File: config.mk
export PLATFORM = sky130hd
export DESIGN_NAME = uvsg_fifo
export DESIGN_NICKNAME = d
export VERILOG_FILES = /design/src/design/uv_sphere_mesh_generator_core_macros.svh /design/src/design/uvsg_pkg.sv /design/src/design/uvsg_fifo.sv
export SDC_FILE = /design/constraint.sdc
export NUM_CORES = 1
export LEC_CHECK = 0
export ABC_CLOCK_PERIOD_IN_PS = 2600
export BUFFER_PORTS_ARGS = -buffer_cell sky130_fd_sc_hd__buf_4
export CAP_MARGIN = 15
export CORE_AREA = 2 2 121 152
export CTS_CLUSTER_DIAMETER = 50
export DETAILED_ROUTE_END_ITERATION = 10
export DIE_AREA = 0 0 123 154
export GPL_ROUTABILITY_DRIVEN = 0
export PLACE_DENSITY = 0.7
export SETUP_SLACK_MARGIN = 0.1
export SLEW_MARGIN = 30
export SYNTH_ARGS = -nofsm -noshare
export SYNTH_HDL_FRONTEND = slang
export SYNTH_SLANG_ARGS = --single-unit
File: constraint.sdc
create_clock -name i_clk -period 2.6 [get_ports i_clk]
set_input_delay 0.26 -clock i_clk [delete_from_list [all_inputs] [get_ports i_clk]]
set_output_delay 0.26 -clock i_clk [all_outputs]
set_load 0.01 [all_outputs]
File: src/design/uv_sphere_mesh_generator_core_macros.svh
// Assertion macros shared by the sphere generator RTL.
`ifndef UV_SPHERE_MESH_GENERATOR_CORE_MACROS_SVH
`define UV_SPHERE_MESH_GENERATOR_CORE_MACROS_SVH

// Same-cycle implication, clocked on i_clk, held off during reset.
`define UVSG_ASSERT_NOW(lbl, ante, cons, msg) \
    lbl: assert property (@(posedge i_clk) disable iff (!i_rst_n) (ante) |-> (cons)) \
        else $error(msg);

// Next-cycle implication, clocked on i_clk, held off during reset.
`define UVSG_ASSERT_NXT(lbl, ante, cons, msg) \
    lbl: assert property (@(posedge i_clk) disable iff (!i_rst_n) (ante) |=> (cons)) \
        else $error(msg);

`endif

File: src/design/uvsg_pkg.sv
// Types, codes and constants of the UV-sphere generator.
package uvsg_pkg;

    localparam int IDX_W        = 9;
    localparam int RAD_W        = 15;
    localparam int VIDX_W       = 17;
    localparam int FX_W         = 16;
    localparam int KIND_W       = 2;
    localparam int QUO_W        = 33;
    localparam int CORDIC_ITERS = 30;
    localparam int CORDIC_W     = 34;
    localparam int QDEPTH       = 4;
    localparam int QPTR_W       = $clog2(QDEPTH);
    localparam int CFG_IDX_W    = 2;
    localparam int CFG_DATA_W   = 15;

    localparam logic [CFG_IDX_W-1:0] REG_RADIUS  = 2'd0;
    localparam logic [CFG_IDX_W-1:0] REG_SECTORS = 2'd1;
    localparam logic [CFG_IDX_W-1:0] REG_STACKS  = 2'd2;

    localparam logic [RAD_W-1:0] RADIUS_RST  = 15'd16384;
    localparam logic [IDX_W-1:0] SECTORS_RST = 9'd32;
    localparam logic [IDX_W-1:0] STACKS_RST  = 9'd16;

    localparam logic [KIND_W-1:0] KIND_VTX  = 2'd0;
    localparam logic [KIND_W-1:0] KIND_MORE = 2'd1;
    localparam logic [KIND_W-1:0] KIND_LAST = 2'd2;
    localparam logic [KIND_W-1:0] KIND_ERR  = 2'd3;

    localparam logic [1:0] CLS_VTX  = 2'd0;
    localparam logic [1:0] CLS_TRI  = 2'd1;
    localparam logic [1:0] CLS_ERR  = 2'd2;
    localparam logic [1:0] CLS_NONE = 2'd3;

    localparam logic [0:0] OP_VERTEX = 1'b0;
    localparam logic [0:0] OP_CELL   = 1'b1;

    localparam logic [31:0] PHASE_QTR  = 32'h4000_0000;
    localparam logic [31:0] PHASE_HALF_QTR = 32'h2000_0000;
    localparam logic signed [CORDIC_W-1:0] CORDIC_GAIN = 34'sd652032874;

    localparam logic signed [31:0] ATAN_TURN [CORDIC_ITERS] = '{
        32'sd536870912, 32'sd316933406, 32'sd167458907, 32'sd85004756,
        32'sd42667331, 32'sd21354465, 32'sd10679838, 32'sd5340245,
        32'sd2670163, 32'sd1335087, 32'sd667544, 32'sd333772, 32'sd166886,
        32'sd83443, 32'sd41722, 32'sd20861, 32'sd10430, 32'sd5215,
        32'sd2608, 32'sd1304, 32'sd652, 32'sd326, 32'sd163, 32'sd81,
        32'sd41, 32'sd20, 32'sd10, 32'sd5, 32'sd3, 32'sd1
    };

    typedef struct packed {
        logic [0:0]       opcode;
        logic [IDX_W-1:0] stack_index;
        logic [IDX_W-1:0] sector_index;
    } t_in_beat;

    typedef struct packed {
        logic [KIND_W-1:0]       kind;
        logic signed [FX_W-1:0]  pos_x;
        logic signed [FX_W-1:0]  pos_y;
        logic signed [FX_W-1:0]  pos_z;
        logic signed [FX_W-1:0]  norm_x;
        logic signed [FX_W-1:0]  norm_y;
        logic signed [FX_W-1:0]  norm_z;
        logic [FX_W-1:0]         tex_u;
        logic [FX_W-1:0]         tex_v;
        logic [VIDX_W-1:0]       tri_a;
        logic [VIDX_W-1:0]       tri_b;
        logic [VIDX_W-1:0]       tri_c;
    } t_out_beat;

    typedef struct packed {
        logic [RAD_W-1:0] radius;
        logic [IDX_W-1:0] sector_count;
        logic [IDX_W-1:0] stack_count;
    } t_cfg;

    typedef struct packed {
        logic [1:0]        cls;
        logic [IDX_W-1:0]  stack_index;
        logic [IDX_W-1:0]  sector_index;
        logic [VIDX_W-1:0] k1;
        logic [VIDX_W-1:0] k2;
        logic              has_t1;
        logic              has_t2;
    } t_cmd;

    typedef struct packed {
        t_cmd            cmd;
        logic [FX_W-1:0] tex_u;
        logic [FX_W-1:0] tex_v;
    } t_slot;

endpackage

File: src/design/uvsg_fifo.sv
// Short command queue between front and back ends.
module uvsg_fifo import uvsg_pkg::*; (
    input  logic i_clk,
    input  logic i_rst_n,
    input  logic i_push,
    input  t_cmd i_cmd,
    output logic o_full,
    input  logic i_pop,
    output logic o_valid,
    output t_cmd o_cmd
);

    t_cmd              r_mem [QDEPTH];
    logic [QPTR_W-1:0] r_wp;
    logic [QPTR_W-1:0] r_rp;
    logic [QPTR_W:0]   r_cnt;

    always_ff @(posedge i_clk) begin
        if (!i_rst_n) begin
            r_wp  <= '0;
            r_rp  <= '0;
            r_cnt <= '0;
        end else begin
            if (i_push) r_wp <= r_wp + 1'b1;
            if (i_pop)  r_rp <= r_rp + 1'b1;
            unique case ({i_push, i_pop})
                2'b10:   r_cnt <= r_cnt + 1'b1;
                2'b01:   r_cnt <= r_cnt - 1'b1;
                default: r_cnt <= r_cnt;
            endcase
        end
    end

    always_ff @(posedge i_clk) begin
        if (i_push) r_mem[r_wp] <= i_cmd;
    end

    assign o_full  = r_cnt == (QPTR_W+1)'(QDEPTH);
    assign o_valid = r_cnt != '0;
    assign o_cmd   = r_mem[r_rp];

endmodule

==> results by group, run 1 <==
Flow run
  – Max-cap viol count: 0

Logic synthesis
  – Netlist cell types: 21
  – FFs w/ async S/R, synth: 0%
  – Syn Area/Cell: roughly 26 µm²
  – EDFF count, synth: about 220
  – Share of the synthesized area in the top cell type: 78.6%
  – Synth warn: 0
  – Post-synth top area cell: edfxtp_1
  – Post-Syn Instances: between 300 and 400
  – Syn Nets: 400
  – Most common flop cell mapped by yosys: edfxtp_1
  – Post-synthesis sequential area ratio: about four fifths
  – FF+latch count, synth: ~230
  – Largest cells by area after synthesis: edfxtp_1 (79%), mux4_2 (15%), dfxtp_1 (2.1%), buf_12 (0.94%), ha_1 (0.73%)
  – Mapped cell area: between 8000 and 9000 µm²

Setup path
  – CP Launch Type: flop
  – Peak fanout along the critical path: 21
  – Worst reg2reg path startpoint: r_wp[0]
  – Ordered cell list for the critical path: buf_12 > mux4_2 > buf_4
  – CP Class: flop to primary output
  – Worst r2r dst: r_mem[2][54]
  – Critical Path AT: about 1.9 ns
  – CP endpoint kind: primary output
  – Worst R2R Setup Slack: between 0.9 and 1 ns
  – R2R cell count: 4
  – WP data required: approximately 2.3 ns
  – Worst setup path endpoint: o_cmd[21]
  – Slowest cell on crit path: mux4_2
  – Critical Path Max Stage Delay: roughly 0.57 ns

Pwr
  – Leakage: about 3.8 nW
  – Net switching power: 1.78 mW
  – Sequential power share: 51.4%
  – Clock power frac: roughly 37%
  – PwrDens: approximately 770 nW/µm²
  – Power Total: 8.49 mW
  – Sw frac: about a fifth
  – Combinational Power Share: 11.7%
  – Peak supply drop: about 500 µV
  – Internal power: ~6.7 mW

Floorplan
  – Die footprint: about 19000 µm²
  – Die Span Y: between 150 and 200 µm
  – Starting Density: between 40% and 50%
  – Die width: roughly 120 µm
  – Std-Cell Rows: 54
  – Ports: 118
  – Core region area: approximately 17000 µm²

Timing
  – RSZ-0062 raised after global routing: false
  – Min Tclk post-route: 2.16 ns
  – Measured slew at the worst slew-check pin: ~0.57 ns
  – Endpoints failing hold: 0
  – PnR worst setup slack: ~0.44 ns
  – Final Skew: 0.0124 ns
  – Slew HR: about three fifths
  – Setup tns final: 0 ns
  – Fin crit share: 82.9%
  – Final Slew Violations: 0
  – Fmax: about 0.46 GHz
  – Endpoints failing setup: 0

Drt
  – DR vias/cell: 5.19
  – Total Routed Length: ~15000 µm
  – Routed Antenna Nets: 0
  – WL per Instance: between 15 and 20 µm
  – Remaining DRCs: 0
  – Drt pass-1 iters: 4
  – Total number of vias: about 4000
  – Detailed Route Iter0 Violations: roughly 170

Cells and area
  – Layout area overhead: 29.6%
  – Final core area utilization: ~64%
  – Commonest non-fill, non-tap cell in the layout: edfxtp_1
  – Share of cells above drive strength 1: between 40% and 50%
  – Commonest cells after routing, fill and taps aside: edfxtp_1 (224), buf_4 (130), mux4_2 (56), dlygate4sd3_1 (56), clkbuf_16 (23)
  – Fin nets: a little over 600

GRT
  – Initial antenna violation count: 1
  – GRT overflow: 0
  – Gr usage total: ~17%
  – Number of global-route vias before repair: around 4500
  – Global-route wire length before repair: ~24000 µm
  – Largest net degree at the start of global routing: 37

Clocking
  – CTS tree: yes
  – Number of buffers created by CTS: 23
  – Clock-pin transition on the worst setup and hold timing paths: ~0.06 ns
  – # H-tree levels: 1
  – Post-CTS sizing: 0
  – Clock sinks: between 200 and 250
  – Clock buffer depth: 3
  – Root buffer cell: clkbuf_16
  – Clk Latency, worst-skew pair: roughly 0.5 ns

Placement
  – PortBufs: 117
  – Dpl ws: roughly 0.69 ns
  – Post-DP HPWL: about 8800 µm

Min path
  – Worst min-delay path category: input pin to flop
  – Worst hold stages: 2

Run status
  – Run status: completed
==> synthesized netlist by cell type, types with 2 or more instances <==
cell type  count
inv_1          3
mux4_2        56
or3_1          2
edfxtp_1     224
and2_1         9
ha_1           5
dfxtp_1        9
nor2b_1        2
xor2_1         2
buf_2          5
buf_12         4
xnor2_1        3
mux2i_1        2
==> metal layers <==
| layer | vias to the layer above | GRT usage (%) | wire, µm |
|---|---|---|---|
| li1 | 1823 | - | - |
| met5 | - | 0 | 0 |
| met1 | 2086 | 20.2 | 6090 |
| met4 | 0 | 5.25 | 321 |
| met2 | 116 | 29.7 | 8140 |
| met3 | 20 | 2.89 | 670 |
==> power by group through the flow <==
| stage | Combinational, mW | Clock, mW | Sequential (mW) |
|---|---|---|---|
| after floorplan | 0.501 | 0 | 4.43 |
| after global placement | 0.893 | 0 | 4.44 |
| after detailed placement | 0.906 | 0 | 4.45 |
| after CTS | 0.979 | 3.21 | 4.37 |
| after global routing | 1.07 | 3.36 | 4.37 |
| final | 0.995 | 3.13 | 4.36 |
==> state kept, by name (all words and copies together), names as in the netlist, named ones only <==
| signal | cells |
|---|---|
| r_mem | 224 |
| r_cnt | 3 |
| r_rp | 2 |
| r_wp | 2 |
==> area by class of cell <==
cell class	instances	area [µm²]
Tap cell	224	280
Clock buffer	28	604
Sequential cell	233	6910
Inverter	3	11.3
Multi-Input combinational cell	86	1520
Antenna cell	1	2.50
Clock inverter	14	126
Fill cell	1213	6340
Timing Repair Buffer	191	1640
==> worst min path at each step <==
stage / to / startpoint / slack (ns)
floorplan: r_mem[0][0] / i_cmd[0] / 0.36
global placement: r_mem[0][7] / i_cmd[7] / 0.46
detailed placement: r_mem[2][52] / i_cmd[52] / 0.46
CTS: r_wp[0] / i_rst_n / 0.01
global route: r_wp[0] / i_rst_n / 0.03
finish: r_wp[0] / i_rst_n / 0.03
==> what timing repair did <==
action | CTS | global route
hold buffers | 56 | 0
endpoints found under the setup margin | 0 | 2
buffers inserted | 0 | 8
endpoints found under the hold margin | 224 | 0
==> cell families after synthesis <==
logic type	synth area share (%)
adder cells (fa/ha/maj)	0.965
AND/OR/NAND/NOR	1.08
AO/OA/AOI/OAI	0.146
buffers and inverters	1.62
multiplexers	15.0
XOR/XNOR	0.512
flip-flops	80.7
==> metrics by stage <==
stage                     instance area (µm²)  hold WS [ns]  cells
after floorplan                          8560         0.359    334
after CTS                               11000        0.0145    771
after global placement                   9740         0.458    673
after global routing                    11100        0.0274    780
final                                   11100        0.0300    780
after detailed placement                 9740         0.461    673
==> worst max-delay path, delay by kind of cell, from the launching register on <==
| kind | cells | cell delay (ns) |
|---|---|---|
| DFF | 1 | 0.43 |
| buffers and inverters | 2 | 0.40 |
| muxes | 1 | 0.57 |
Note: power is estimated with default switching activity, not from simulation.
==> run 2: changes to the inputs <==
Settings changed: ABC_CLOCK_PERIOD_IN_PS 2600 to 1960, PLACE_DENSITY 0.7 to 0.72.
Clock period 2.6 ns to 1.96 ns, I/O delays scaled along.
==> run 2 against run 1 <==
  * Critical path depth grew 1
  * The flow now finishes with violations (negative setup slack)
  * Largest power group unchanged
  * Hold slack gained 0.021 ns
  * Sequential power grew 33%
  * Core utilization grew 2.2 points
  * Combinational power grew 57%
  * Critical endpoint is now o_cmd[42]
  * Register-to-register slack lost 0.54 ns
  * Clock power grew 31%
==> results by group, run 2 (synthesis results as in run 1) <==
Timing
  – Endpoints failing setup: 47 (+47)
  – Fin crit share: 105%
  – RSZ-0062 raised after global routing: true
  – Slew HR: 72.3% (+11 points)
  – Endpoints failing hold: 0 (unchanged)
  – Final Skew: 0.00604 ns (-0.00632 ns)
  – PnR worst setup slack: -0.0956 ns (-0.539 ns)
  – Final Slew Violations: 0 (unchanged)
  – Fmax: between 0.4 and 0.5 GHz
  – Hold Slack: 0.0515 ns (+0.0215 ns)
  – Setup tns final: -2.96 ns (-2.96 ns)
  – Min Tclk post-route: 2.06 ns
  – Measured slew at the worst slew-check pin: 0.415 ns (-0.158 ns)

Clocking
  – # H-tree levels: 1 (unchanged)
  – Clock-pin transition on the worst setup and hold timing paths: 0.06 ns (about the same)
  – Clk Latency, worst-skew pair: 0.49 ns (about the same)
  – Number of buffers created by CTS: 22 (-4.3%)
  – Clock sinks: 233 (unchanged)
  – CTS tree: yes
  – Clock buffer depth: 3 (unchanged)
  – Root buffer cell: clkbuf_16

Setup path
  – Slowest cell on crit path: mux4_2
  – CP Class: flop to primary output
  – Worst reg2reg path startpoint: r_cnt[0]
  – Peak fanout along the critical path: 6 (-71%)
  – CP endpoint kind: primary output
  – R2R cell count: 4 (unchanged)
  – Ordered cell list for the critical path: buf_12 > clkbuf_16 > mux4_2 > buf_6
  – Levels on crit path: 4 (+1)
  – CP Launch Type: flop
  – Buf/Inv on CP: 3 (+1)
  – Worst R2R Setup Slack: 0.38 ns (-0.54 ns)
  – Worst r2r dst: r_cnt[2]
  – Crit-path leading delay family: multiplexers
  – WP data required: 1.76 ns (-0.58 ns)
  – Worst setup path endpoint: o_cmd[42]
  – Critical Path AT: 1.86 ns (-0.04 ns)
  – Critical Path Max Stage Delay: 0.52 ns (-0.05 ns)

Cells and area
  – Commonest non-fill, non-tap cell in the layout: edfxtp_1
  – ANT cells: 0 (-1)
  – Share of cells above drive strength 1: 41.5% (-0.33 points)
  – Layout area overhead: 34.0%
  – Fin nets: 607 (+0.50%)
  – Largest registers: r_mem x224, r_cnt x3
  – Finished Cell Area: 11500 µm² (+3.4%)
  – Top reg by flops: r_mem
  – Final core area utilization: 65.8% (+2.2 points)
  – Max reg flops: 224 (unchanged)
  – Commonest cells after routing, fill and taps aside: edfxtp_1 (224), buf_4 (65), buf_6 (57), dlygate4sd3_1 (57), mux4_2 (56)
  – # fillers: 1131 (-6.8%)

Pwr
  – Sw frac: 21.1% (+0.19 points)
  – Net switching power: 2.41 mW (+36%)
  – Leakage: 3.96 nW (+3.2%)
  – Combinational Power Share: 13.6% (+1.9 points)
  – Internal power: 9.02 mW (+34%)
  – Peak supply drop: 810 µV (+62%)
  – Sequential power share: 50.6% (-0.8 points)
  – Clock power frac: 35.8% (-1.1 points)
  – PwrDens: 996 nW/µm² (+30%)

Floorplan
  – Die width: 123 µm (unchanged)
  – Core region area: 17400 µm² (unchanged)
  – Die Span Y: 154 µm (unchanged)
  – Ports: 118 (unchanged)
  – Std-Cell Rows: 54 (unchanged)
  – Die footprint: 18900 µm² (unchanged)
  – Starting Density: 49.1% (unchanged)

GRT
  – Gr usage total: 17.0% (+0.46 points)
  – Initial antenna violation count: 0 (-1)
  – Number of global-route vias before repair: 4481 (+0.61%)
  – GRT overflow: 0 (unchanged)
  – Largest net degree at the start of global routing: 34 (-8.1%)
  – Global-route wire length before repair: 24300 µm (+2.4%)

Drt
  – Met2 WL post-DR: 9290 µm (+14%)
  – Total number of vias: 4065 (+0.49%)
  – Met3 wire length: 751 µm (+12%)
  – Wire length on met1: 6130 µm (+0.59%)
  – DR vias/cell: 5.20 (+0.37%)
  – Remaining DRCs: 0 (unchanged)
  – Total Routed Length: 16400 µm (+7.9%)
  – Routed Antenna Nets: 0 (unchanged)
  – Detailed Route Iter0 Violations: 301 (+82%)
  – Max Used Layer: met4
  – WL per Instance: 21.0 µm (+7.7%)
  – Drt pass-1 iters: 4 (unchanged)

Min path
  – Worst hold stages: 3 (+1)
  – Worst min-delay path category: input pin to flop

Placement
  – PortBufs: 117 (unchanged)
  – Dpl ws: 0.133 ns (-0.558 ns)
  – Post-DP HPWL: 9190 µm (+4.2%)
  – Area post-placement: 9800 µm² (+0.59%)

Run status
  – Failing checks: negative setup slack
  – Run status: finished with violations

Flow run
  – Max-cap viol count: 0 (unchanged)
-- run 2: cell type report --
cell class / count / area, µm² / share of cell area, %
clock buffer: 27 / 591 / 5.15
clock inverter: 13 / 111 / 0.971
inverter: 3 / 11.3 / 0.0982
multi-input combinational: 86 / 1520 / 13.2
sequential: 233 / 6910 / 60.3
tap: 224 / 280 / 2.44
timing repair buffer: 195 / 2050 / 17.9
-- run 2: power by group through the flow --
stage / registers (mW) / logic, mW / clock network (mW)
floorplan: 5.86 / 0.666 / 0
global placement: 5.87 / 1.22 / 0
detailed placement: 5.89 / 1.25 / 0
CTS: 5.78 / 1.45 / 4.16
global route: 5.80 / 1.66 / 4.33
finish: 5.78 / 1.56 / 4.09
-- run 2: how the worst min path moves through the flow --
stage | start | to
floorplan | i_cmd[0] | r_mem[0][0]
global placement | i_cmd[26] | r_mem[0][26]
detailed placement | i_cmd[3] | r_mem[0][3]
CTS | i_push | r_wp[1]
global route | i_pop | r_rp[0]
finish | i_push | r_wp[1]
-- run 2: layer usage --
| metal | vias up | track usage [%] |
|---|---|---|
| met2 | 100 | 31.2 |
| met1 | 2115 | 20.7 |
| met5 | - | 0 |
| met4 | 0 | 4.22 |
| li1 | 1830 | - |
| met3 | 20 | 3.04 |
-- run 2: tightest hold or removal path, delay by kind of cell --
kind	cells	cell delay, ns
mux	1	0.08
buf+inv	1	0.13
simple gates	1	0.10
-- run 2: per-stage QoR --
step | cells | power [mW]
after detailed placement | 676 | 7.14
after global routing | 781 | 11.8
after global placement | 676 | 7.09
after CTS | 773 | 11.4
final | 781 | 11.4
after floorplan | 334 | 6.53
-- run 2: repair_timing --
item                                    4_1_cts  5_1_grt
hold endpoints to repair                    229        0
gates resized for setup                      44       21
gates cloned                                  0        6
buffers inserted                              0        2
hold buffers                                 57        0
endpoints found under the setup margin       56       56
