==> src/design/uv_sphere_mesh_generator_core_macros.svh <==
// Assertion macros shared by the sphere generator RTL.
`ifndef UV_SPHERE_MESH_GENERATOR_CORE_MACROS_SVH
`define UV_SPHERE_MESH_GENERATOR_CORE_MACROS_SVH

// Same-cycle implication, clocked on i_clk, held off during reset.
`define UVSG_ASSERT_NOW(lbl, ante, cons, msg) \
    lbl: assert property (@(posedge i_clk) disable iff (!i_rst_n) (ante) |-> (cons)) \
        else $error(msg);

// Next-cycle implication, clocked on i_clk, held off during reset.
`define UVSG_ASSERT_NXT(lbl, ante, cons, msg) \
    lbl: assert property (@(posedge i_clk) disable iff (!i_rst_n) (ante) |=> (cons)) \
        else $error(msg);

`endif

==> src/design/uvsg_pkg.sv <==
// Types, codes and constants of the UV-sphere generator.
package uvsg_pkg;

    localparam int IDX_W        = 9;
    localparam int RAD_W        = 15;
    localparam int VIDX_W       = 17;
    localparam int FX_W         = 16;
    localparam int KIND_W       = 2;
    localparam int QUO_W        = 33;
    localparam int CORDIC_ITERS = 30;
    localparam int CORDIC_W     = 34;
    localparam int QDEPTH       = 4;
    localparam int QPTR_W       = $clog2(QDEPTH);
    localparam int CFG_IDX_W    = 2;
    localparam int CFG_DATA_W   = 15;

    localparam logic [CFG_IDX_W-1:0] REG_RADIUS  = 2'd0;
    localparam logic [CFG_IDX_W-1:0] REG_SECTORS = 2'd1;
    localparam logic [CFG_IDX_W-1:0] REG_STACKS  = 2'd2;

    localparam logic [RAD_W-1:0] RADIUS_RST  = 15'd16384;
    localparam logic [IDX_W-1:0] SECTORS_RST = 9'd32;
    localparam logic [IDX_W-1:0] STACKS_RST  = 9'd16;

    localparam logic [KIND_W-1:0] KIND_VTX  = 2'd0;
    localparam logic [KIND_W-1:0] KIND_MORE = 2'd1;
    localparam logic [KIND_W-1:0] KIND_LAST = 2'd2;
    localparam logic [KIND_W-1:0] KIND_ERR  = 2'd3;

    localparam logic [1:0] CLS_VTX  = 2'd0;
    localparam logic [1:0] CLS_TRI  = 2'd1;
    localparam logic [1:0] CLS_ERR  = 2'd2;
    localparam logic [1:0] CLS_NONE = 2'd3;

    localparam logic [0:0] OP_VERTEX = 1'b0;
    localparam logic [0:0] OP_CELL   = 1'b1;

    localparam logic [31:0] PHASE_QTR  = 32'h4000_0000;
    localparam logic [31:0] PHASE_HALF_QTR = 32'h2000_0000;
    localparam logic signed [CORDIC_W-1:0] CORDIC_GAIN = 34'sd652032874;

    localparam logic signed [31:0] ATAN_TURN [CORDIC_ITERS] = '{
        32'sd536870912, 32'sd316933406, 32'sd167458907, 32'sd85004756,
        32'sd42667331, 32'sd21354465, 32'sd10679838, 32'sd5340245,
        32'sd2670163, 32'sd1335087, 32'sd667544, 32'sd333772, 32'sd166886,
        32'sd83443, 32'sd41722, 32'sd20861, 32'sd10430, 32'sd5215,
        32'sd2608, 32'sd1304, 32'sd652, 32'sd326, 32'sd163, 32'sd81,
        32'sd41, 32'sd20, 32'sd10, 32'sd5, 32'sd3, 32'sd1
    };

    typedef struct packed {
        logic [0:0]       opcode;
        logic [IDX_W-1:0] stack_index;
        logic [IDX_W-1:0] sector_index;
    } t_in_beat;

    typedef struct packed {
        logic [KIND_W-1:0]       kind;
        logic signed [FX_W-1:0]  pos_x;
        logic signed [FX_W-1:0]  pos_y;
        logic signed [FX_W-1:0]  pos_z;
        logic signed [FX_W-1:0]  norm_x;
        logic signed [FX_W-1:0]  norm_y;
        logic signed [FX_W-1:0]  norm_z;
        logic [FX_W-1:0]         tex_u;
        logic [FX_W-1:0]         tex_v;
        logic [VIDX_W-1:0]       tri_a;
        logic [VIDX_W-1:0]       tri_b;
        logic [VIDX_W-1:0]       tri_c;
    } t_out_beat;

    typedef struct packed {
        logic [RAD_W-1:0] radius;
        logic [IDX_W-1:0] sector_count;
        logic [IDX_W-1:0] stack_count;
    } t_cfg;

    typedef struct packed {
        logic [1:0]        cls;
        logic [IDX_W-1:0]  stack_index;
        logic [IDX_W-1:0]  sector_index;
        logic [VIDX_W-1:0] k1;
        logic [VIDX_W-1:0] k2;
        logic              has_t1;
        logic              has_t2;
    } t_cmd;

    typedef struct packed {
        t_cmd            cmd;
        logic [FX_W-1:0] tex_u;
        logic [FX_W-1:0] tex_v;
    } t_slot;

endpackage

==> src/design/uvsg_front.sv <==
// Front end: configuration registers, request checks and cell index maths.
module uvsg_front import uvsg_pkg::*; #(
    parameter int MAX_SECTORS = 256,
    parameter int MAX_STACKS  = 256
) (
    input  logic                  i_clk,
    input  logic                  i_rst_n,
    input  logic                  i_cfg_valid,
    output logic                  o_cfg_ready,
    input  logic [CFG_IDX_W-1:0]  i_cfg_index,
    input  logic [CFG_DATA_W-1:0] i_cfg_data,
    input  logic                  i_in_valid,
    output logic                  o_in_ready,
    input  t_in_beat              i_in,
    output logic                  o_push,
    output t_cmd                  o_cmd,
    input  logic                  i_full,
    output t_cfg                  o_cfg
);

    t_cfg              r_cfg;
    logic              cfg_ok;
    logic              err;
    logic              has_t1;
    logic              has_t2;
    logic [VIDX_W+1:0] k1w;
    logic [VIDX_W+1:0] k2w;

    always_ff @(posedge i_clk) begin
        if (!i_rst_n) begin
            r_cfg.radius       <= RADIUS_RST;
            r_cfg.sector_count <= SECTORS_RST;
            r_cfg.stack_count  <= STACKS_RST;
        end else if (i_cfg_valid) begin
            unique case (i_cfg_index)
                REG_RADIUS:  r_cfg.radius       <= i_cfg_data[RAD_W-1:0];
                REG_SECTORS: r_cfg.sector_count <= i_cfg_data[IDX_W-1:0];
                REG_STACKS:  r_cfg.stack_count  <= i_cfg_data[IDX_W-1:0];
                default:     r_cfg              <= r_cfg;
            endcase
        end
    end

    always_comb begin
        cfg_ok = (r_cfg.sector_count != '0) && (32'(r_cfg.sector_count) <= MAX_SECTORS)
              && (r_cfg.stack_count != '0) && (32'(r_cfg.stack_count) <= MAX_STACKS);
        if (i_in.opcode == OP_VERTEX) begin
            err = !cfg_ok || (i_in.stack_index > r_cfg.stack_count)
                || (i_in.sector_index > r_cfg.sector_count);
        end else begin
            err = !cfg_ok || (i_in.stack_index >= r_cfg.stack_count)
                || (i_in.sector_index >= r_cfg.sector_count);
        end
        has_t1 = i_in.stack_index != '0;
        has_t2 = i_in.stack_index != (r_cfg.stack_count - 9'd1);
        k1w = 19'({10'd0, i_in.stack_index} * ({10'd0, r_cfg.sector_count} + 19'd1))
            + {10'd0, i_in.sector_index};
        k2w = k1w + {10'd0, r_cfg.sector_count} + 19'd1;

        o_cmd.stack_index  = i_in.stack_index;
        o_cmd.sector_index = i_in.sector_index;
        o_cmd.k1           = k1w[VIDX_W-1:0];
        o_cmd.k2           = k2w[VIDX_W-1:0];
        o_cmd.has_t1       = has_t1;
        o_cmd.has_t2       = has_t2;
        priority if (err) begin
            o_cmd.cls = CLS_ERR;
        end else if (i_in.opcode == OP_VERTEX) begin
            o_cmd.cls = CLS_VTX;
        end else if (!has_t1 && !has_t2) begin
            o_cmd.cls = CLS_NONE;
        end else begin
            o_cmd.cls = CLS_TRI;
        end
    end

    assign o_in_ready  = !i_full;
    assign o_push      = i_in_valid && !i_full;
    assign o_cfg_ready = 1'b1;
    assign o_cfg       = r_cfg;

endmodule

==> config.mk <==
export PLATFORM = sky130hd
export DESIGN_NAME = uvsg_front
export DESIGN_NICKNAME = d
export VERILOG_FILES = /design/src/design/uv_sphere_mesh_generator_core_macros.svh /design/src/design/uvsg_pkg.sv /design/src/design/uvsg_front.sv
export SDC_FILE = /design/constraint.sdc
export NUM_CORES = 1
export LEC_CHECK = 0
export BUFFER_PORTS_ARGS = -buffer_cell sky130_fd_sc_hd__buf_2
export CORE_AREA = 5 5 147 121
export CTS_CLUSTER_SIZE = 28
export DETAILED_ROUTE_END_ITERATION = 10
export DIE_AREA = 0 0 152 126
export PLACE_DENSITY_LB_ADDON = 0.15
export SYNTH_ARGS = -nofsm -noshare
export SYNTH_HDL_FRONTEND = slang
export SYNTH_SLANG_ARGS = --single-unit
==> constraint.sdc <==
create_clock -name i_clk -period 19.4 [get_ports i_clk]
set_input_delay 2.91 -clock i_clk [delete_from_list [all_inputs] [get_ports i_clk]]
set_output_delay 2.91 -clock i_clk [all_outputs]
set_load 0.01 [all_outputs]
==> results of run 1 <==
==> power groups by stage <==
stage          clock network, mW  registers, mW  logic, mW
4_1_cts                   0.0931         0.0739      0.424
3_3_place_gp                   0         0.0753      0.414
5_1_grt                   0.0960         0.0743      0.469
2_1_floorplan                  0         0.0750      0.294
6_report                  0.0916         0.0739      0.416
3_5_place_dp                   0         0.0753      0.422
==> how the worst min path moves through the flow <==
| stage | start | to | slack (ps) | cells after the start |
|---|---|---|---|---|
| final | o_cfg[29] | o_cfg[29] | 460 | 2 |
| after global routing | o_cfg[22] | o_cfg[22] | 500 | 2 |
| after CTS | o_cfg[19] | o_cfg[19] | 470 | 2 |
| after detailed placement | o_cfg[29] | o_cfg[29] | 460 | 2 |
| after global placement | o_cfg[32] | o_cfg[32] | 450 | 2 |
| after floorplan | o_cfg[29] | o_cfg[29] | 490 | 2 |
==> cell families (layout without fill, tap and decap cells) <==
| kind of cell | after synthesis | count (layout) | synth area share |
|---|---|---|---|
| and+or+nand+nor | 234 | 234 | 0.208 |
| other | 1 | 1 | 0.000629 |
| muxes | 17 | 17 | 0.0288 |
| buffers and inverters | 134 | 234 | 0.0976 |
| adders and majority gates | 138 | 138 | 0.368 |
| AOI/OAI and AO/OA | 85 | 85 | 0.102 |
| DFF | 33 | 33 | 0.111 |
| xor gates and xnor gates | 52 | 52 | 0.0840 |
==> metal layers <==
metal,GRT usage,up-vias
met5,0,-
met4,0.0217,0
met3,0.0226,10
met2,0.276,128
met1,0.243,2334
li1,-,2449
==> worst reg2reg max path, cell delays in order, from the launching register on <==
cell and delay, ps:
dfxtp_1 660, mux2i_1 150, nor2b_1 130
==> cell type report <==
class | instances | area, um2
clock buffers | 7 | 143
clock inverters | 1 | 30.0
fillers | 1644 | 9340
inverters | 94 | 353
multi-input cells | 527 | 4720
flip-flops and latches | 33 | 661
well taps | 220 | 275
repair buffers | 132 | 663
==> per-stage QoR <==
stage / utilization / power (mW) / setup slack [ps] / instances
after floorplan: - / 0.369 / 8130 / 694
after global placement: 0.412 / 0.489 / 7760 / 1006
after detailed placement: 0.412 / 0.497 / 7610 / 1006
after CTS: 0.423 / 0.591 / 7610 / 1014
after global routing: 0.423 / 0.639 / 7220 / 1014
final: 0.423 / 0.582 / 7670 / 1014
==> synthesized netlist by cell type, types with 10 or more instances <==
library cell,number,area share
a21boi_0,14,0.018
a21oi_1,16,0.013
and2_1,46,0.048
buf_4,21,0.026
clkbuf_1,19,0.012
dfxtp_1,33,0.11
fa_1,62,0.21
ha_1,76,0.16
inv_1,94,0.059
mux2i_1,16,0.027
nand2_1,91,0.057
nand3_1,10,0.0084
nor2_1,11,0.0069
nor2b_1,28,0.029
nor3_1,10,0.0084
o21a_1,10,0.013
o21ai_0,15,0.013
xnor2_1,33,0.048
xor2_1,13,0.019
==> run metrics, run 1 <==
Post-synth ARST share=0; fraction of power spent switching nets=0.469; row count=42; R2R Path End=o_cfg[9]; # port buffers=131; P&R area growth vs syn=14.8%; peak clock frequency supported by timing=0.0852 GHz; power share of the sequential group=0.127; maximum capacitance violations=0; number of enable flip-flop cells after synthesis=0; Crit path arrival time=8820 ps; via total after detailed routing=4921; Slew Limit Fails=0; number of cells on the critical path=22; power density of the placed cells=85.0 mW/mm2; top fanout value on the critical path=17; post_cts resized=0; clock tree root driver cell=clkbuf_16; routed vias/inst=4.85; NetSw=273 uW; fraction of layout cells with a size suffix above 1=0.202; Placer Congestion=0.804; most common cell after layout, fill and taps aside=buf_2; Die ar.=0.0192 mm2; placed wire-length estimate=13.3 mm; destination of the critical timing path=o_cmd[17]; CTS clk-pin slew, worst paths=50 ps; cell at the slowest stage of the critical path=o41ai_1; unrepaired setup endpoints after global routing=false; vias in the first global route=5206; grt ovf=0; placed standard-cell area=0.00667 mm2; Max-slew headroom=0.454; initial antenna violation count=0; chain of cells forming the critical path=buf_2 > nand2_1 > fa_1 > inv_1 > fa_1 > inv_1 > fa_1 > inv_1 > fa_1 > fa_1 > ha_1 > o211a_1 > a211oi_2 > a21oi_1 > xor2_1 > ha_1 > nand2_1 > o41ai_1 > nand3_2 > nor3_2 > xnor2_1 > buf_2; met2 routed wirelength=7.02 mm; CP Buf/Inv Count=5; top library cells by usage in the layout, fill and taps aside=131 x buf_2, 94 x inv_1, 91 x nand2_1; core box area=0.0162 mm2; Seq cells post-synth=33; Fin Clk Skew=0 ps; TritonCTS buffer count=5; syn nets=873; final total negative setup slack=0 ps; Routed WL per cell=15.5 um; synthesized area=0.00596 mm2; startpoint of the worst-slack reg-to-reg timing path=o_cfg[9]; critical path type=in -> out; endpoint class of the critical path=output pin; worst-margin pin slew=813 ps; final antenna diode count=0; Top cell by count, worst path=fa_1; power share of the clock group=0.157; first drt pass iteration count=4; synthesized area divided by synthesized cell count=8.59 um2; Logic pwr share=0.716; DRC violation count after routing=0; number of top-level pins=133; vertical extent of the die=126 um; number of flip-flops under the largest register name=33; TritonCTS clock tree=built; top_reg_cell synth=dfxtp_1; Setup crit start=i_in[11]; proportion of synthesized chip area in sequential cells=0.111; maximum buffer depth of the clock tree=2; kind of cell with the highest combined delay on the critical path=adder cells; synthesized instance count=694; Post-CTS Setup Inserts=0; Synth warnings=0; Initial Util=0.368; period utilisation layout=0.605; Die X-Extent=152 um; first-pass GRT wire length=27.0 mm; setup slack on the worst flop-to-flop path=18400 ps; Final setup violation count=0; CTS H-tree depth=2; aggregate global-route resource usage=0.168; required time reported for the critical path endpoint=16490 ps; final WL=15.7 mm; element type at the critical path start=input port; cell-internal power=309 uW; worst skew pair latency=280 ps; cts-stage hold buffer count=0; Leak Pwr=3.51 nW; Detailed Route Iter0 Violations=185; maximum number of pins on one net before global-route repair=34; Worst R2R Path Depth=2; uppermost layer routed=met4; VDD IR max=0.0400 mV; Final Hold Viols=0; M1 wire length=7.67 mm; final critical delay including setup and external delays=11730 ps; HP Class=reg -> reg; WHS=463 ps; library cells used by synthesis=57; post-route ant nets=0; post-route cell area=0.00684 mm2; met3 wire len=879 um; clock sink count=33; final layout net count=972; outcome=finished clean; slowest cell delay on critical path=650 ps
No activity file was read; power rests on OpenSTA's default activity.
==> run 2: changes to the inputs <==
--- a/config.mk
+++ b/config.mk
@@ -5,11 +5,12 @@
 export SDC_FILE = /design/constraint.sdc
 export NUM_CORES = 1
 export LEC_CHECK = 0
+export ABC_AREA = 1
 export BUFFER_PORTS_ARGS = -buffer_cell sky130_fd_sc_hd__buf_2
-export CORE_AREA = 5 5 147 121
+export CORE_AREA = 5 5 149 123
 export CTS_CLUSTER_SIZE = 28
 export DETAILED_ROUTE_END_ITERATION = 10
-export DIE_AREA = 0 0 152 126
+export DIE_AREA = 0 0 154 128
 export PLACE_DENSITY_LB_ADDON = 0.15
 export SYNTH_ARGS = -nofsm -noshare
 export SYNTH_HDL_FRONTEND = slang
==> constraint.sdc (replaced) <==
create_clock -name i_clk -period 11.1 [get_ports i_clk]
set_input_delay 1.665 -clock i_clk [delete_from_list [all_inputs] [get_ports i_clk]]
set_output_delay 1.665 -clock i_clk [all_outputs]
set_load 0.01 [all_outputs]
==> run 2 against run 1 <==
Effect of this change: via count is 17% higher; area after synthesis rose by 3.7%; clock-buffer cell count did not move; worst hold slack lost 7.1 ps; setup slack got worse by 5500 ps; critical path type is now reg -> out; largest power group unchanged; highest routed layer unchanged.
==> run metrics, run 2 <==
Detailed Route Iter0 Violations=399; Leak Pwr=4.08 nW; fraction of layout cells with a size suffix above 1=0.173; setup slack on the worst flop-to-flop path=9990 ps; Die X-Extent=154 um; period utilisation layout=0.801; power density of the placed cells=204 mW/mm2; Seq cells post-synth=33; final critical delay including setup and external delays=8900 ps; routed vias/inst=4.73; synthesized area divided by synthesized cell count=6.94 um2; core box area=0.0168 mm2; Crit path arrival time=7230 ps; DRC violation count after routing=0; post_cts resized=0; CTS clk-pin slew, worst paths=50 ps; initial antenna violation count=0; row count=43; Worst Hold Launch=o_cfg[32]; clock sink count=33; maximum buffer depth of the clock tree=2; element type at the critical path start=flop; P&R area growth vs syn=14.2%; CTS H-tree depth=2; Final Hold Viols=0; library cells used by synthesis=36; clock tree root driver cell=clkbuf_16; top library cells by usage in the layout, fill and taps aside=188 x nand2_1, 174 x inv_1, 131 x buf_2; top fanout value on the critical path=12; placed standard-cell area=0.00691 mm2; cts-stage hold buffer count=0; aggregate global-route resource usage=0.181; placed wire-length estimate=15.3 mm; maximum number of pins on one net before global-route repair=34; via total after detailed routing=5772; Initial Util=0.368; synthesized area=0.00618 mm2; top_reg_cell synth=dfxtp_1; startpoint of the worst-slack reg-to-reg timing path=o_cfg[9]; HP Class=reg -> reg; final antenna diode count=0; cell at the slowest stage of the critical path=dfxtp_1; vertical extent of the die=128 um; first drt pass iteration count=5; final WL=17.7 mm; Post-synth ARST share=0; unrepaired setup endpoints after global routing=false; proportion of synthesized chip area in sequential cells=0.107; number of top-level pins=133; synthesized instance count=891; Routed WL per cell=14.5 um; post-route cell area=0.00706 mm2; number of flip-flops under the largest register name=33; Placer Congestion=0.877; Slew Limit Fails=0; maximum capacitance violations=0; Yosys top cell by area=fa_1; vias in the first global route=5611; syn nets=1070; most frequent cell after synthesis=nand2_1; slowest cell delay on critical path=620 ps; outcome=finished clean; Setup crit start=o_cfg[9]; TritonCTS clock tree=built; # port buffers=131; endpoint class of the critical path=output pin; worst skew pair latency=280 ps; number of enable flip-flop cells after synthesis=0; final layout net count=1175; top post-synthesis cells by area=fa_1 20%, ha_1 15%, nand2_1 11%, dfxtp_1 11%, inv_1 11%; Post-CTS Setup Inserts=0; final total negative setup slack=0 ps; Power, Total=1.44 mW; WHS=456 ps; required time reported for the critical path endpoint=9440 ps; most common cell after layout, fill and taps aside=nand2_1; Synth warnings=0; first-pass GRT wire length=28.7 mm; peak clock frequency supported by timing=0.112 GHz; ranking of synthesized cells by instance count=188 x nand2_1, 174 x inv_1, 106 x nor2_1; TritonCTS buffer count=5; grt ovf=0; Final setup violation count=0; post-synth top area share=0.201; Fin Clk Skew=0 ps; Max-slew headroom=0.594; post-route ant nets=0; Die ar.=0.0197 mm2; VDD IR max=0.129 mV; Top cell by count, worst path=nand2_1; worst-margin pin slew=608 ps; critical path type=reg -> out
run 2: changes by cell type in the layout (fill, tap and decap cells not counted), moves of 9 or more:
| cell | delta |
|---|---|
| a21boi_0 | -14 |
| a21oi_1 | +24 |
| and2_1 | -44 |
| inv_1 | +80 |
| mux2i_1 | -16 |
| nand2_1 | +97 |
| nand2_2 | +13 |
| nand3_1 | +24 |
| nor2_1 | +95 |
| nor2b_1 | -28 |
| o21a_1 | -9 |
| o21ai_0 | +22 |
| xnor2_1 | -17 |
run 2: worst paths after layout:
kind                                   to  cells past startpoint
worst min register to register  o_cfg[32]                      2
worst max-delay path            o_cmd[17]                     33
worst min-delay path            o_cfg[32]                      2
worst max register to register   o_cfg[9]                      2
run 2: per-stage QoR:
stage / cells / setup WS, ps / utilization
global route: 1221 / 1670 / 0.420
floorplan: 891 / 2560 / -
detailed placement: 1214 / 2290 / 0.412
global placement: 1214 / 2360 / 0.412
finish: 1221 / 2200 / 0.420
CTS: 1221 / 2230 / 0.420
run 2: layout make-up:
class,instances,area [um2]
Fill cell,1854,9730
Timing Repair Buffer,132,663
Sequential cell,33,661
Inverter,177,664
Multi-Input combinational cell,647,4640
Clock buffer,7,143
Tap cell,225,282
run 2: cells by family (layout without fill, tap and decap cells):
kind of cell    Yosys count  count (layout)  synth area share
simple gates            387             387             0.274
buf+inv                 211             316             0.142
fa+ha+maj               138             138             0.355
compound gates           87              87            0.0737
xor+xnor                 34              34            0.0482
flops                    33              33             0.107
other cells               1               1          0.000607
run 2: worst max-delay path, delay by kind of cell, from the launching register on:
family                     cells  cell delay [ps]
xor gates and xnor gates       1              110
buffers and inverters          6              540
DFF                            1              620
adders and majority gates      8             3430
AOI/OAI and AO/OA              1              140
and+or+nand+nor               17             2100
run 2: metal layers:
| layer | part of all wire | wire length [um] | GRT usage | vias to the layer above |
|---|---|---|---|---|
| met2 | 0.41 | 7260 | 0.273 | 184 |
| li1 | - | - | - | 2943 |
| met4 | 0.0066 | 118 | 0.0145 | 0 |
| met3 | 0.080 | 1430 | 0.0456 | 11 |
| met5 | 0 | 0 | 0 | - |
| met1 | 0.50 | 8940 | 0.271 | 2634 |
run 2: report_power, final:
group	switching, mW	internal (mW)
sequential	0.00737	0.125
combinational	0.722	0.447
clock	0.0471	0.0879
==> run 3: changes to the inputs <==
==> constraint.sdc (replaced) <==
create_clock -name i_clk -period 7.33 [get_ports i_clk]
set_input_delay 1.0995 -clock i_clk [delete_from_list [all_inputs] [get_ports i_clk]]
set_output_delay 1.0995 -clock i_clk [all_outputs]
set_load 0.01 [all_outputs]
==> run 3 against run 2 <==
Effect of this change: register-to-register slack worse by 3800 ps; combinational power up 100%; non-clock buffer count rose by 77; sequential power rose by 48%; critical path type unchanged; largest power group unchanged; highest routed layer unchanged.
==> run metrics, run 3 (synthesis gave the netlist of run 2 again) <==
maximum buffer depth of the clock tree=2; routed vias/inst=4.64; TritonCTS clock tree=built; CTS H-tree depth=2; cts-stage hold buffer count=0; clock sink count=33; number of top-level pins=133; slowest cell delay on critical path=580 ps; most common cell after layout, fill and taps aside=nand2_1; first-pass GRT wire length=30.5 mm; element type at the critical path start=flop; VDD IR max=0.252 mV; via total after detailed routing=6026; DRC violation count after routing=0; Slew Limit Fails=0; Power, Total=2.74 mW; final layout net count=1252; CP Buf/Inv Count=6; core box area=0.0168 mm2; critical path type=reg -> out; cell at the slowest stage of the critical path=fa_1; final critical delay including setup and external delays=7300 ps; unrepaired setup endpoints after global routing=true; # port buffers=131; period utilisation layout=0.996; Routed WL per cell=14.4 um; vias in the first global route=6000; power density of the placed cells=343 mW/mm2; TritonCTS buffer count=5; Crit path arrival time=6200 ps; required time reported for the critical path endpoint=6230 ps; endpoint class of the critical path=output pin; Leak Pwr=4.48 nW; row count=43; final antenna diode count=0; grt ovf=0; kind of cell with the highest combined delay on the critical path=adder cells; number of flip-flops under the largest register name=33; maximum number of pins on one net before global-route repair=34; P&R area growth vs syn=29.0%; Placer Congestion=0.902; post-route ant nets=0; fraction of layout cells with a size suffix above 1=0.289; worst skew pair latency=280 ps; Die ar.=0.0197 mm2; Fin Clk Skew=0 ps; Final setup violation count=0; outcome=finished clean; Final Hold Viols=0; final WL=18.7 mm; Die X-Extent=154 um; clock tree root driver cell=clkbuf_16; top library cells by usage in the layout, fill and taps aside=168 x nand2_1, 165 x inv_1, 131 x buf_2; CTS clk-pin slew, worst paths=50 ps; Max-slew headroom=0.575; aggregate global-route resource usage=0.189; peak clock frequency supported by timing=0.137 GHz; top fanout value on the critical path=3; maximum capacitance violations=0; Post-Route Utilization=0.475; HP Class=reg -> reg; Initial Util=0.368; vertical extent of the die=128 um; worst-margin pin slew=636 ps; first drt pass iteration count=5; placed wire-length estimate=16.0 mm; Detailed Route Iter0 Violations=360; initial antenna violation count=0
==> run 3: cell count changes in the layout (fill, tap and decap cells not counted), sizes merged <==
cell / previous run / this run
buf: 132 / 209
clkbuf: 7 / 8
==> run 3: worst paths after layout <==
| path | start | endpoint | slack (ps) | cells past startpoint |
|---|---|---|---|---|
| worst max-delay path | o_cfg[9] | o_cmd[17] | 30 | 35 |
| worst max register to register | o_cfg[9] | o_cfg[9] | 6180 | 5 |
| worst min-delay path | o_cfg[32] | o_cfg[32] | 450 | 2 |
| worst min register to register | o_cfg[32] | o_cfg[32] | 450 | 2 |
==> run 3: worst register-to-register path, stage by stage, from the launching register on <==
cell and delay, ps:
dfxtp_2 350, buf_6 110, buf_4 180, inv_1 110, buf_4 180, a21oi_1 130
==> run 3: cell type report <==
class	count	area, um2
fill	1758	8810
multi-input combinational	647	4960
timing repair buffer	209	1270
sequential	33	664
inverter	177	664
tap	225	282
clock buffer	8	136
==> run 3: report_power, final <==
part	leakage, nW	total (mW)	internal, mW	switching [mW]
logic	4.14	2.34	1.05	1.29
clock network	0.0652	0.200	0.126	0.0741
registers	0.271	0.196	0.189	0.00635
total	4.48	2.74	1.36	1.37
==> run 3: what timing repair did <==
item,in CTS,in global routing
pin swaps,14,29
buffers inserted,5,8
hold endpoints to repair,0,0
gates resized for setup,26,56
setup endpoints to repair,9,11
==> run 3: metrics by stage <==
stage / cells / setup TNS, ps / hold slack, ps / setup WS (ps) / area [um2]
after global placement: 1278 / -49.4 / 439 / -41.2 / 7410
final: 1299 / 0 / 453 / 27.8 / 7970
after CTS: 1291 / 0 / 456 / 1.76 / 7710
after floorplan: 891 / 0 / 491 / 34.5 / 6180
after detailed placement: 1278 / -203 / 442 / -102 / 7410
after global routing: 1299 / -1580 / 499 / -351 / 7970
==> run 3: routing by layer <==
layer  share of wire  vias to the layer above  global-route usage  wire length [um]
li1                -                     3089                   -                 -
met1            0.51                     2764               0.288              9560
met2            0.41                      163               0.288              7710
met3           0.070                       10              0.0368              1310
met4          0.0060                        0              0.0166               112
met5               0                        -                   0                 0
